## config.mk

```make
export PLATFORM = sky130hd
export DESIGN_NAME = obb_overlap_separating_axis
export DESIGN_NICKNAME = d
export VERILOG_FILES = /design/src/hdl/obsa_pkg.sv /design/src/hdl/obsa_proj_unit.sv /design/src/hdl/obb_overlap_separating_axis.sv
export VERILOG_INCLUDE_DIRS = /design/src /design/src/hdl
export SDC_FILE = /design/constraint.sdc
export NUM_CORES = 2
export LEC_CHECK = 0
export ABC_AREA = 1
export BUFFER_PORTS_ARGS = -buffer_cell sky130_fd_sc_hd__buf_2
export CORE_MARGIN = 4
export CORE_UTILIZATION = 40
export DETAILED_ROUTE_END_ITERATION = 12
export PLACE_DENSITY = 0.66
export SKIP_CTS_REPAIR_TIMING = 1
export SYNTH_ARGS = -nofsm -noshare
export SYNTH_HDL_FRONTEND = slang
export SYNTH_HIERARCHICAL = 1
export SYNTH_SLANG_ARGS = --single-unit
```

## constraint.sdc

```tcl
create_clock -name clk -period 24 [get_ports clk]
set_input_delay 2.4 -clock clk [delete_from_list [all_inputs] [get_ports clk]]
set_output_delay 2.4 -clock clk [all_outputs]
set_load 0.02 [all_outputs]
```

## src/hdl/obb_overlap_separating_axis_macros.svh

```systemverilog
// ---------------------------------------------------------------------------
// OBB overlap test assertion macros
// Shorthand for the concurrent checks used in the overlap test block.
// ---------------------------------------------------------------------------
`ifndef OBB_OVERLAP_SEPARATING_AXIS_MACROS_SVH
`define OBB_OVERLAP_SEPARATING_AXIS_MACROS_SVH

// The consequent must hold in the same cycle as the antecedent.
`define OBSA_ASSERT_SAME(label, clk, rst, ante, cons, msg) \
  label: assert property (@(posedge clk) disable iff (rst) (ante) |-> (cons)) \
    else $error(msg);

// The consequent must hold in the cycle after the antecedent.
`define OBSA_ASSERT_NEXT(label, clk, rst, ante, cons, msg) \
  label: assert property (@(posedge clk) disable iff (rst) (ante) |=> (cons)) \
    else $error(msg);

`endif

```

## src/hdl/obsa_pkg.sv

```systemverilog
// ---------------------------------------------------------------------------
// OBB overlap test package
// Sequencer states, accumulate operations and the per-axis microcode table.
// ---------------------------------------------------------------------------
package obsa_pkg;

  typedef enum logic [2:0] {
    ST_IDLE,
    ST_MUL,
    ST_ACC,
    ST_CMP,
    ST_DONE
  } state_t;

  // What the projection unit does with the registered product.
  typedef enum logic [2:0] {
    ACC_NONE,
    ACC_START,
    ACC_LHS,
    ACC_TLOAD,
    ACC_TADD,
    ACC_RADD
  } acc_op_t;

  typedef enum logic [2:0] {
    A_DX,
    A_DY,
    A_AX,
    A_AY,
    A_HALF
  } a_sel_t;

  typedef enum logic [1:0] {
    B_PX,
    B_PY,
    B_TMAG
  } b_sel_t;

  typedef struct packed {
    logic    mul_en;
    acc_op_t acc;
  } ctrl_t;

  typedef struct packed {
    acc_op_t    acc;
    a_sel_t     a_sel;
    b_sel_t     b_sel;
    logic [1:0] box_axis;
  } op_dec_t;

  localparam int OP_W = 4;
  localparam logic [OP_W-1:0] OP_LAST = 4'd13;
  localparam logic [1:0] AXIS_LAST = 2'd3;
  localparam logic KIND_LOAD = 1'b0;

  // Fourteen products per candidate axis. The first two form the center
  // offset projection, then each of the four box axes takes three: the two
  // halves of its dot product with the candidate, and the half extent times
  // the magnitude of that dot product.
  function automatic op_dec_t op_decode(input logic [OP_W-1:0] op);
    op_dec_t d;
    d = '{ACC_NONE, A_DX, B_PX, 2'd0};
    case (op)
      4'd0:    d = '{ACC_START, A_DX,   B_PX,   2'd0};
      4'd1:    d = '{ACC_LHS,   A_DY,   B_PY,   2'd0};
      4'd2:    d = '{ACC_TLOAD, A_AX,   B_PX,   2'd0};
      4'd3:    d = '{ACC_TADD,  A_AY,   B_PY,   2'd0};
      4'd4:    d = '{ACC_RADD,  A_HALF, B_TMAG, 2'd0};
      4'd5:    d = '{ACC_TLOAD, A_AX,   B_PX,   2'd1};
      4'd6:    d = '{ACC_TADD,  A_AY,   B_PY,   2'd1};
      4'd7:    d = '{ACC_RADD,  A_HALF, B_TMAG, 2'd1};
      4'd8:    d = '{ACC_TLOAD, A_AX,   B_PX,   2'd2};
      4'd9:    d = '{ACC_TADD,  A_AY,   B_PY,   2'd2};
      4'd10:   d = '{ACC_RADD,  A_HALF, B_TMAG, 2'd2};
      4'd11:   d = '{ACC_TLOAD, A_AX,   B_PX,   2'd3};
      4'd12:   d = '{ACC_TADD,  A_AY,   B_PY,   2'd3};
      4'd13:   d = '{ACC_RADD,  A_HALF, B_TMAG, 2'd3};
      default: d = '{ACC_NONE,  A_DX,   B_PX,   2'd0};
    endcase
    return d;
  endfunction

endpackage

```

## src/hdl/obsa_proj_unit.sv

```systemverilog
// ---------------------------------------------------------------------------
// OBB overlap projection unit
// Shared signed multiplier with the accumulators for one candidate axis.
// ---------------------------------------------------------------------------
module obsa_proj_unit #(
  parameter int AOP_W          = 25,
  parameter int BOP_W          = 33,
  parameter int AXIS_FRAC_BITS = 14
) (
  input  logic                    clk,
  input  obsa_pkg::ctrl_t         ctrl,
  input  logic signed [AOP_W-1:0] op_a,
  input  logic signed [BOP_W-1:0] op_b,
  output logic [BOP_W-2:0]        t_mag,
  output logic                    separated
);

  localparam int PROD_W = AOP_W + BOP_W;
  localparam int T_W    = PROD_W + 1;
  localparam int RHS_W  = PROD_W + 1;
  localparam int CMP_W  = T_W + AXIS_FRAC_BITS;

  logic signed [PROD_W-1:0] prod;
  logic signed [T_W-1:0]    t;
  logic signed [T_W-1:0]    t_sum;
  logic [T_W-1:0]           t_abs;
  logic [T_W-1:0]           lhs;
  logic [RHS_W-1:0]         rhs;

  always_ff @(posedge clk) begin
    if (ctrl.mul_en) begin
      prod <= op_a * op_b;
    end
  end

  assign t_sum = t + T_W'(prod);
  assign t_abs = t[T_W-1] ? T_W'(-t) : T_W'(t);
  // Only read while t holds an axis dot product, which fits these bits.
  assign t_mag = t_abs[BOP_W-2:0];

  always_ff @(posedge clk) begin
    case (ctrl.acc)
      obsa_pkg::ACC_START: begin
        t   <= T_W'(prod);
        rhs <= '0;
      end
      obsa_pkg::ACC_LHS: begin
        lhs <= t_sum[T_W-1] ? T_W'(-t_sum) : T_W'(t_sum);
      end
      obsa_pkg::ACC_TLOAD: begin
        t <= T_W'(prod);
      end
      obsa_pkg::ACC_TADD: begin
        t <= t_sum;
      end
      obsa_pkg::ACC_RADD: begin
        rhs <= rhs + RHS_W'(prod);
      end
      default: begin
      end
    endcase
  end

  // The offset projection carries one axis scale fewer than the half terms.
  assign separated = ({lhs, {AXIS_FRAC_BITS{1'b0}}} > CMP_W'(rhs));

endmodule

```

## src/hdl/obb_overlap_separating_axis.sv

```systemverilog
// ---------------------------------------------------------------------------
// OBB overlap separating-axis test
// Two-dimensional oriented box overlap against a stored reference box.
// ---------------------------------------------------------------------------
// A load word (kind 0) stores the reference box and returns no result. A
// test word (kind 1) returns one hit word: 1 when the test box overlaps the
// reference and both boxes are active. When either box is inactive the
// sequencer goes straight to the done state with a hit word of 0. Otherwise
// the four candidate axes (reference u, reference v, test u, test v) are
// checked in turn on one shared signed multiplier. Each axis needs fourteen
// products, every product passes through a multiply state and then an
// accumulate state, and the axis ends in a compare state; a test stops at
// the first axis that separates. The block takes no new word while a test is
// in progress, but the hit word sits in an output register so the next word
// can be accepted while it waits. The offset projection is compared strictly
// against the sum of the four projected half extents with exact wide
// arithmetic, so equal values do not separate.
// ---------------------------------------------------------------------------
`include "obb_overlap_separating_axis_macros.svh"

module obb_overlap_separating_axis #(
  parameter int POS_WIDTH      = 24,
  parameter int AXIS_FRAC_BITS = 14
) (
  input  logic                        clk,
  input  logic                        rst,
  input  logic                        in_valid,
  output logic                        in_stall,
  input  logic                        kind,
  input  logic                        active,
  input  logic signed [POS_WIDTH-1:0] center_x,
  input  logic signed [POS_WIDTH-1:0] center_y,
  input  logic signed [AXIS_FRAC_BITS+1:0] axis_u_x,
  input  logic signed [AXIS_FRAC_BITS+1:0] axis_u_y,
  input  logic signed [AXIS_FRAC_BITS+1:0] axis_v_x,
  input  logic signed [AXIS_FRAC_BITS+1:0] axis_v_y,
  input  logic [POS_WIDTH-2:0]        half_u,
  input  logic [POS_WIDTH-2:0]        half_v,
  output logic                        out_valid,
  input  logic                        out_stall,
  output logic                        hit
);

  localparam int AXIS_W = AXIS_FRAC_BITS + 2;
  localparam int DIFF_W = POS_WIDTH + 1;
  localparam int HALF_W = POS_WIDTH - 1;
  // Operand A carries the center offset, an axis component or a half extent.
  localparam int AOP_W  = (DIFF_W > AXIS_W) ? DIFF_W : AXIS_W;
  // Operand B carries a candidate axis component or the magnitude of a dot
  // product of two axes.
  localparam int BOP_W  = 2 * AXIS_W + 1;

  obsa_pkg::state_t state, state_next;

  logic [1:0]               axis, axis_next;
  logic [obsa_pkg::OP_W-1:0] op, op_next;
  logic                     res, res_next;
  logic                     out_load;
  logic                     in_accept;

  // Stored reference box.
  logic                     ref_active;
  logic signed [POS_WIDTH-1:0] ref_cx, ref_cy;
  logic signed [AXIS_W-1:0] ref_ux, ref_uy, ref_vx, ref_vy;
  logic [HALF_W-1:0]        ref_hu, ref_hv;

  // Box under test, with its center already taken relative to the reference.
  logic signed [DIFF_W-1:0] dx, dy;
  logic signed [AXIS_W-1:0] tst_ux, tst_uy, tst_vx, tst_vy;
  logic [HALF_W-1:0]        tst_hu, tst_hv;

  obsa_pkg::op_dec_t        dec;
  obsa_pkg::ctrl_t          ctrl;
  logic signed [AXIS_W-1:0] px, py, ax, ay;
  logic [HALF_W-1:0]        half;
  logic signed [AOP_W-1:0]  op_a;
  logic signed [BOP_W-1:0]  op_b;
  logic [BOP_W-2:0]         t_mag;
  logic                     separated;

  assign in_stall  = (state != obsa_pkg::ST_IDLE);
  assign in_accept = in_valid && !in_stall;

  // The candidate axis is chosen by the axis counter, the box axis being
  // projected by the microcode step.
  always_comb begin
    case (axis)
      2'd0:    begin px = ref_ux; py = ref_uy; end
      2'd1:    begin px = ref_vx; py = ref_vy; end
      2'd2:    begin px = tst_ux; py = tst_uy; end
      default: begin px = tst_vx; py = tst_vy; end
    endcase
  end

  assign dec = obsa_pkg::op_decode(op);

  always_comb begin
    case (dec.box_axis)
      2'd0:    begin ax = ref_ux; ay = ref_uy; half = ref_hu; end
      2'd1:    begin ax = ref_vx; ay = ref_vy; half = ref_hv; end
      2'd2:    begin ax = tst_ux; ay = tst_uy; half = tst_hu; end
      default: begin ax = tst_vx; ay = tst_vy; half = tst_hv; end
    endcase
  end

  always_comb begin
    case (dec.a_sel)
      obsa_pkg::A_DX:   op_a = AOP_W'(dx);
      obsa_pkg::A_DY:   op_a = AOP_W'(dy);
      obsa_pkg::A_AX:   op_a = AOP_W'(ax);
      obsa_pkg::A_AY:   op_a = AOP_W'(ay);
      obsa_pkg::A_HALF: op_a = AOP_W'({1'b0, half});
      default:          op_a = '0;
    endcase
    case (dec.b_sel)
      obsa_pkg::B_PX:   op_b = BOP_W'(px);
      obsa_pkg::B_PY:   op_b = BOP_W'(py);
      obsa_pkg::B_TMAG: op_b = {1'b0, t_mag};
      default:          op_b = '0;
    endcase
  end

  assign ctrl.mul_en = (state == obsa_pkg::ST_MUL);
  assign ctrl.acc    = (state == obsa_pkg::ST_ACC) ? dec.acc : obsa_pkg::ACC_NONE;

  obsa_proj_unit #(
    .AOP_W          (AOP_W),
    .BOP_W          (BOP_W),
    .AXIS_FRAC_BITS (AXIS_FRAC_BITS)
  ) u_proj (
    .clk       (clk),
    .ctrl      (ctrl),
    .op_a      (op_a),
    .op_b      (op_b),
    .t_mag     (t_mag),
    .separated (separated)
  );

  // Sequencer: multiply and accumulate alternate through the fourteen steps
  // of an axis, then the compare decides whether to stop or move on.
  always_comb begin
    state_next = state;
    axis_next  = axis;
    op_next    = op;
    res_next   = res;
    out_load   = 1'b0;
    case (state)
      obsa_pkg::ST_IDLE: begin
        if (in_accept && (kind != obsa_pkg::KIND_LOAD)) begin
          axis_next = '0;
          op_next   = '0;
          res_next  = 1'b0;
          if (ref_active && active) begin
            state_next = obsa_pkg::ST_MUL;
          end else begin
            state_next = obsa_pkg::ST_DONE;
          end
        end
      end
      obsa_pkg::ST_MUL: begin
        state_next = obsa_pkg::ST_ACC;
      end
      obsa_pkg::ST_ACC: begin
        if (op == obsa_pkg::OP_LAST) begin
          state_next = obsa_pkg::ST_CMP;
        end else begin
          op_next    = op + obsa_pkg::OP_W'(1);
          state_next = obsa_pkg::ST_MUL;
        end
      end
      obsa_pkg::ST_CMP: begin
        if (separated) begin
          res_next   = 1'b0;
          state_next = obsa_pkg::ST_DONE;
        end else if (axis == obsa_pkg::AXIS_LAST) begin
          res_next   = 1'b1;
          state_next = obsa_pkg::ST_DONE;
        end else begin
          axis_next  = axis + 2'd1;
          op_next    = '0;
          state_next = obsa_pkg::ST_MUL;
        end
      end
      obsa_pkg::ST_DONE: begin
        if (!out_valid || !out_stall) begin
          out_load   = 1'b1;
          state_next = obsa_pkg::ST_IDLE;
        end
      end
      default: begin
        state_next = obsa_pkg::ST_IDLE;
      end
    endcase
  end

  always_ff @(posedge clk) begin
    if (rst) begin
      state      <= obsa_pkg::ST_IDLE;
      ref_active <= 1'b0;
      out_valid  <= 1'b0;
    end else begin
      state <= state_next;
      if (in_accept && (kind == obsa_pkg::KIND_LOAD)) begin
        ref_active <= active;
      end
      if (out_load) begin
        out_valid <= 1'b1;
      end else if (!out_stall) begin
        out_valid <= 1'b0;
      end
    end
  end

  always_ff @(posedge clk) begin
    axis <= axis_next;
    op   <= op_next;
    res  <= res_next;
    if (out_load) begin
      hit <= res;
    end
    if (in_accept) begin
      if (kind == obsa_pkg::KIND_LOAD) begin
        ref_cx <= center_x;
        ref_cy <= center_y;
        ref_ux <= axis_u_x;
        ref_uy <= axis_u_y;
        ref_vx <= axis_v_x;
        ref_vy <= axis_v_y;
        ref_hu <= half_u;
        ref_hv <= half_v;
      end else begin
        dx     <= DIFF_W'(center_x) - DIFF_W'(ref_cx);
        dy     <= DIFF_W'(center_y) - DIFF_W'(ref_cy);
        tst_ux <= axis_u_x;
        tst_uy <= axis_u_y;
        tst_vx <= axis_v_x;
        tst_vy <= axis_v_y;
        tst_hu <= half_u;
        tst_hv <= half_v;
      end
    end
  end

  // The compare is reached only after the last microcode step of an axis.
  `OBSA_ASSERT_SAME(a_cmp_after_last_op, clk, rst, state == obsa_pkg::ST_CMP, op == obsa_pkg::OP_LAST, "compare reached before the last step of the axis")
  // A hit can only come out of a full pass over all four axes.
  `OBSA_ASSERT_SAME(a_hit_needs_all_axes, clk, rst, (state == obsa_pkg::ST_DONE) && res, (axis == obsa_pkg::AXIS_LAST) && ref_active, "hit reported without checking every axis")
  // A new result word only appears out of the done state.
  `OBSA_ASSERT_SAME(a_out_from_done, clk, rst, $rose(out_valid), $past(state) == obsa_pkg::ST_DONE, "result word raised outside the done state")
  // A load word starts no computation.
  `OBSA_ASSERT_NEXT(a_load_no_work, clk, rst, in_accept && (kind == obsa_pkg::KIND_LOAD), state == obsa_pkg::ST_IDLE, "load word started a test sequence")

endmodule
```

======== Word-level counts from Yosys, hierarchy flattened ========
Memory sizes are Yosys's and may differ from the RTL's. A register that Yosys moved wholly into a read port is not among the register bits.
Index checks and enable logic that the tools add are counted.
operators by class
  add/subtract/negate cells ............... 8
  magnitude comparators ................... 1
  equal/unequal tests ..................... 28
  multipliers ............................. 1
  muxes and demuxes ....................... 37
  reductions and logical operators ........ 25
  bitwise logic cells ..................... 1
operator list
  cell                  number
  $pmux W59 S2          2
  $pmux W16 S3          4
  $pmux W25 S5          1
  $pmux W33 S3          1
  $gt A73 B59 Y1        1
  $pmux W23 S3          1
  $add A59 B58 Y59      1
  $add A59 B59 Y59      1
  $neg A59 Y59          1
  $mul A25 B33 Y58      1
  $mux W58              1
  $sub A24 B24 Y25      2
  $mux W32              1
  $neg A32 Y32          1
  $mux W4               5
  $eq A3 B2 Y1 const B  6
  $mux W3               6
  $pmux W3 S5           1
  $eq A3 B3 Y1 const B  4
  $pmux W4 S3           1
  $ne A2 B2 Y1 const B  5
  $eq A3 B1 Y1 const B  3
  $eq A2 B2 Y1 const B  4
  $mux W2               4
  other kinds (22)      43
storage, ports and cells
  word-level logic and storage cells ...... 130
  output and inout bits ................... 3
  bits in registers ....................... 566
  memories kept ........................... 1
  input bits .............................. 164
  ROM bits ................................ 160
memory list
  memory            words  bits a word  rd ports  clocked after Yosys merged registers in  wr ports  RTL line        RTL
  (name not given)  16     10           1         1                                        0         obsa_pkg.sv:63  case (op)

======== Depth between registers and ports, before layout ========
  depth in word-level cells ............... 7
  depth in mapped cells ................... 45
  depth with buffers taken out ............ 43

======== Cells and area by module ========
The synthesis kept the hierarchy.
modules (own cells, without submodules)
  module                       instances  area each (um^2)  cells an instance  seq. area each (um^2)
  obsa_proj_unit               1          50,325.8          6,666              7,056.8
  obb_overlap_separating_axis  1          17,127.7          1,754              10,049.6

======== Least setup slack after synthesis ========
OpenSTA, ideal clock, no wires.
  path type ............................... input-to-reg
  from .................................... in kind
  to ...................................... reg ref_active
  setup slack ............................. 9.829 ns
  library setup time ...................... 0.128 ns
  path buffers ............................ 0
  data required time ...................... 23.872 ns
  arrival ................................. 14.042 ns
  stages .................................. 3
  cells stage by stage .................... nor3_1 mux2i_1 nor2_1
between the ends
  word-level cells in the longest chain between the ends .. 2
RTL lines
  item                         RTL line                            RTL
  start: declaration           obb_overlap_separating_axis.sv:29   input logic kind,
  $not A1 Y1 (no source line)  -
  $logic_and A1 B1 Y1          obb_overlap_separating_axis.sv:203  if (in_accept && (kind == obsa_pkg::KIND_LOAD)) begin
  end signal: assignment       obb_overlap_separating_axis.sv:204  ref_active <= active;
  end: declaration             obb_overlap_separating_axis.sv:62   logic ref_active;
Every way passes these cells.
A chain may end at the register's enable or synchronous reset.

======== Worst setup path in the final report ========
  from .................................... reg u_proj.t[1]
  to ...................................... reg u_proj.prod[55] (data pin)
between the ends
  word-level cells in the longest chain between the ends .. 4
RTL lines
  item                      RTL line                            RTL
  start: declaration        obsa_proj_unit.sv:24                logic signed [T_W-1:0] t;
  start signal: assignment  obsa_proj_unit.sv:44                t <= T_W'(prod);
  start signal: assignment  obsa_proj_unit.sv:51                t <= T_W'(prod);
  start signal: assignment  obsa_proj_unit.sv:54                t <= t_sum;
  $neg A32 Y32              obsa_proj_unit.sv:37                assign t_abs = t[T_W-1] ? T_W'(-t) : T_W'(t);
  $mux W32                  obsa_proj_unit.sv:37
  via t_mag[26]             obb_overlap_separating_axis.sv:78   logic [BOP_W-2:0] t_mag;
  $pmux W33 S3              obb_overlap_separating_axis.sv:115  case (dec.b_sel)
  via op_b[26]              obb_overlap_separating_axis.sv:77   logic signed [BOP_W-1:0] op_b;
  $mul A25 B33 Y58          obsa_proj_unit.sv:32                prod <= op_a * op_b;
  end signal: assignment    obsa_proj_unit.sv:32
  end: declaration          obsa_proj_unit.sv:23                logic signed [PROD_W-1:0] prod;
The timed path passes the listed nets, and every way through them passes these cells.

==> summary.txt <==
Yosys
  – Yosys cell types: 68
  – Mean Syn Cell Area: 8.01 um^2
  – Post-Synthesis Cells: 8420
  – Synth Warn #: 6
  – Top_reg_cell synth: edfxtp_1
  – #FFs+latches synth: 574
  – Mapped Area: 67500 um^2
  – Post-synth EDFFs: 561
  – Fraction of registers with async set/reset: 0%
  – Mapped Nets: 9810
  – Seq/Total Area, Yosys: 25.4%

Detailed routing
  – Total wire length: 224 mm
  – Routed WL per cell: 20.9 um
  – Initial DRT Pass Iterations: 10
  – # DRC: 0
  – Vias: 56.2k
  – Starting DRC count in detailed routing: 4830
  – Post-DRT Antenna Nets: 0
  – DR vias/cell: 5.23

Setup path
  – Setup CP Type: reg -> reg
  – Critical Path RT: 24.46 ns
  – CP top delay family: adder cells
  – CP Buf/Inv Count: 8
  – Crit. End Element: flip-flop
  – Setup crit start kind: flip-flop
  – CP arrival: 10.62 ns
  – Worst path max stage delay: 0.59 ns
  – CP Max Fanout: 25
  – CP max-delay cell: fa_1

Place
  – Dpl cell area: 70800 um^2
  – GPL Wtd Cong: 1.01
  – Dpl cells: 10.6k
  – HPWL after detailed placement: 178 mm
  – PortBufs: 166

Clocking
  – TritonCTS clock tree: built
  – Clock tree buffer depth: 3
  – Worst-path clk slew: 0.06 ns
  – Num CTS Buffers: 68
  – Clock net sink count: 574
  – Worst skew pair latency: 0.68 ns
  – Clk root buf: clkbuf_16
  – Htree depth: 3

Cells and area
  – Fill count: 16.6k
  – Final core occ: 43.6%
  – Post-route cell area: 73000 um^2
  – Area grow syn2layout: 8.22%
  – Share of cells above drive strength 1: 5.48%
  – Layout Cells excl Fill: 10.7k
  – Final nets: 9847

Timing
  – Fin crit period: 10.17 ns
  – Fin Clk Skew: 0.0411 ns
  – Final hold violations: 0
  – Setup TNS: 0 ns
  – Relative slew slack: 22.6%
  – Fmax: 0.0984 GHz
  – RSZ-0062 raised after global routing: no
  – Crit share post-route: 42.4%
  – Final setup viols: 0
  – Slew Viols, Final: 0
  – Slew @ Worst Pin: 1.15 ns

Floorplanning
  – DIE AREA: 175000 um^2
  – Core box area: 167000 um^2
  – Die height: 419 um
  – I/O pin total: 167
  – Core Rows: 150
  – Die width: 419 um
  – Starting Density: 40.3%

Global route
  – Largest net degree at the start of global routing: 161
  – First-pass GRT wire length: 346 mm
  – Initial antenna violation count: 15
  – GRT Residual Overflow: 0
  – GRT Overall Usage: 25.7%
  – Vias in the first global route: 58.5k

Min path
  – HP Class: reg -> reg

Flow run
  – Max-capacitance violation count: 0

Outcome
  – Status: finished, final reports clean
==> logic make-up (layout without fill, tap and decap cells) <==
| kind of cell | Yosys count | after routing | share of synthesized area, % |
|---|---|---|---|
| buf+inv | 2169 | 2260 | 12.1 |
| flops | 574 | 574 | 25.4 |
| mux | 1 | 1 | 0.0148 |
| fa+ha+maj | 1226 | 1226 | 32.2 |
| compound gates | 930 | 930 | 7.80 |
| xor+xnor | 178 | 178 | 2.34 |
| simple gates | 3342 | 3342 | 20.2 |
| other cells | 0 | 13 | 0 |
==> synthesized netlist by cell type (all sizes together) (24+ instances only) <==
master     n  area, um^2
nand2   2316        8760
fa       846       16900
nand3b    24         180
inv     1885        7080
o211ai    37         283
nor3      55         275
clkbuf   259         972
nand4    111         707
edfxtp   561       16800
a21oi    410        2070
o21ai    314        1600
a31oi     28         175
xnor2     67         602
xor2     111         980
nand3    272        1390
nor2     523        2060
o21bai    26         195
ha       380        4750
o21a      26         195
==> worst register-to-register path, delay by kind of cell, from the launching register on <==
| kind | cells | cell delay (ns) |
|---|---|---|
| DFF | 1 | 0.43 |
| and+or+nand+nor | 14 | 2.58 |
| xor gates and xnor gates | 2 | 0.46 |
| AOI/OAI and AO/OA | 6 | 1.43 |
| adders and majority gates | 9 | 4.19 |
| buffers and inverters | 8 | 0.89 |
==> stage by stage <==
step / hold slack [ns] / worst slack, ns
after floorplan: 0.400 / 9.83
after global placement: 0.406 / 13.97
after detailed placement: 0.408 / 13.91
after CTS: 0.422 / 13.87
after global routing: 0.456 / 13.35
final: 0.420 / 13.83
==> flip-flops by register name, indices dropped and copies added (netlist names), 23 cells and up <==
register and count:
dx 25, dy 25, ref_cx 24, ref_cy 24
ref_hu 23, ref_hv 23, tst_hu 23, tst_hv 23
u_proj/lhs 59, u_proj/prod 58, u_proj/rhs 59, u_proj/t 59
==> cell usage in the layout (no fill, tap or decap), types with 22 or more instances in the layout <==
cell          n
a21oi_1     406
a31oi_1      28
buf_2       166
buf_4        81
clkbuf_16    70
edfxtp_1    561
fa_1        846
ha_1        380
inv_1      1871
nand2_1    2293
nand3_1     268
nand3b_1     24
nand4_1     109
nor2_1      494
nor2_2       22
nor3_1       51
o211ai_1     36
o21a_1       26
o21ai_0     290
o21bai_1     26
xnor2_1      65
xor2_1      110
==> area by class of cell <==
class	instances	area (um^2)	share of cell area, %
antenna	13	32.5	0.0446
clock buffer	84	1820	2.50
clock inverter	40	378	0.518
inverter	1887	7080	9.70
multi-input combinational	5677	42300	58.0
sequential	574	17100	23.4
tap	2204	2760	3.78
timing repair buffer	249	1480	2.03
==> path summary, 6_finish.rpt <==
| check | startpoint | cells past startpoint | slack [ns] | endpoint |
|---|---|---|---|---|
| max | u_proj/t[1]$_DFFE_PP_ | 39 | 13.83 | u_proj/prod[55]$_DFFE_PP_ |
| min | res$_SDFFCE_PP0P_ | 0 | 0.42 | hit$_DFFE_PP_ |
| max reg2reg | u_proj/t[1]$_DFFE_PP_ | 39 | 13.83 | u_proj/prod[55]$_DFFE_PP_ |
| min reg2reg | res$_SDFFCE_PP0P_ | 0 | 0.42 | hit$_DFFE_PP_ |
==> layer usage <==
layer  part of all wire [%]  wire length (um)  global-route usage, %
met5                 0.0031                 7                      0
met4                    4.3              9660                   9.94
met3                    7.0             15600                   4.31
met2                     48            107000                   43.7
met1                     41             92200                   32.9
Power is left out: the tool's default activity adds up to more than one toggle a clock period on the data nets, which glitch-free logic cannot reach.
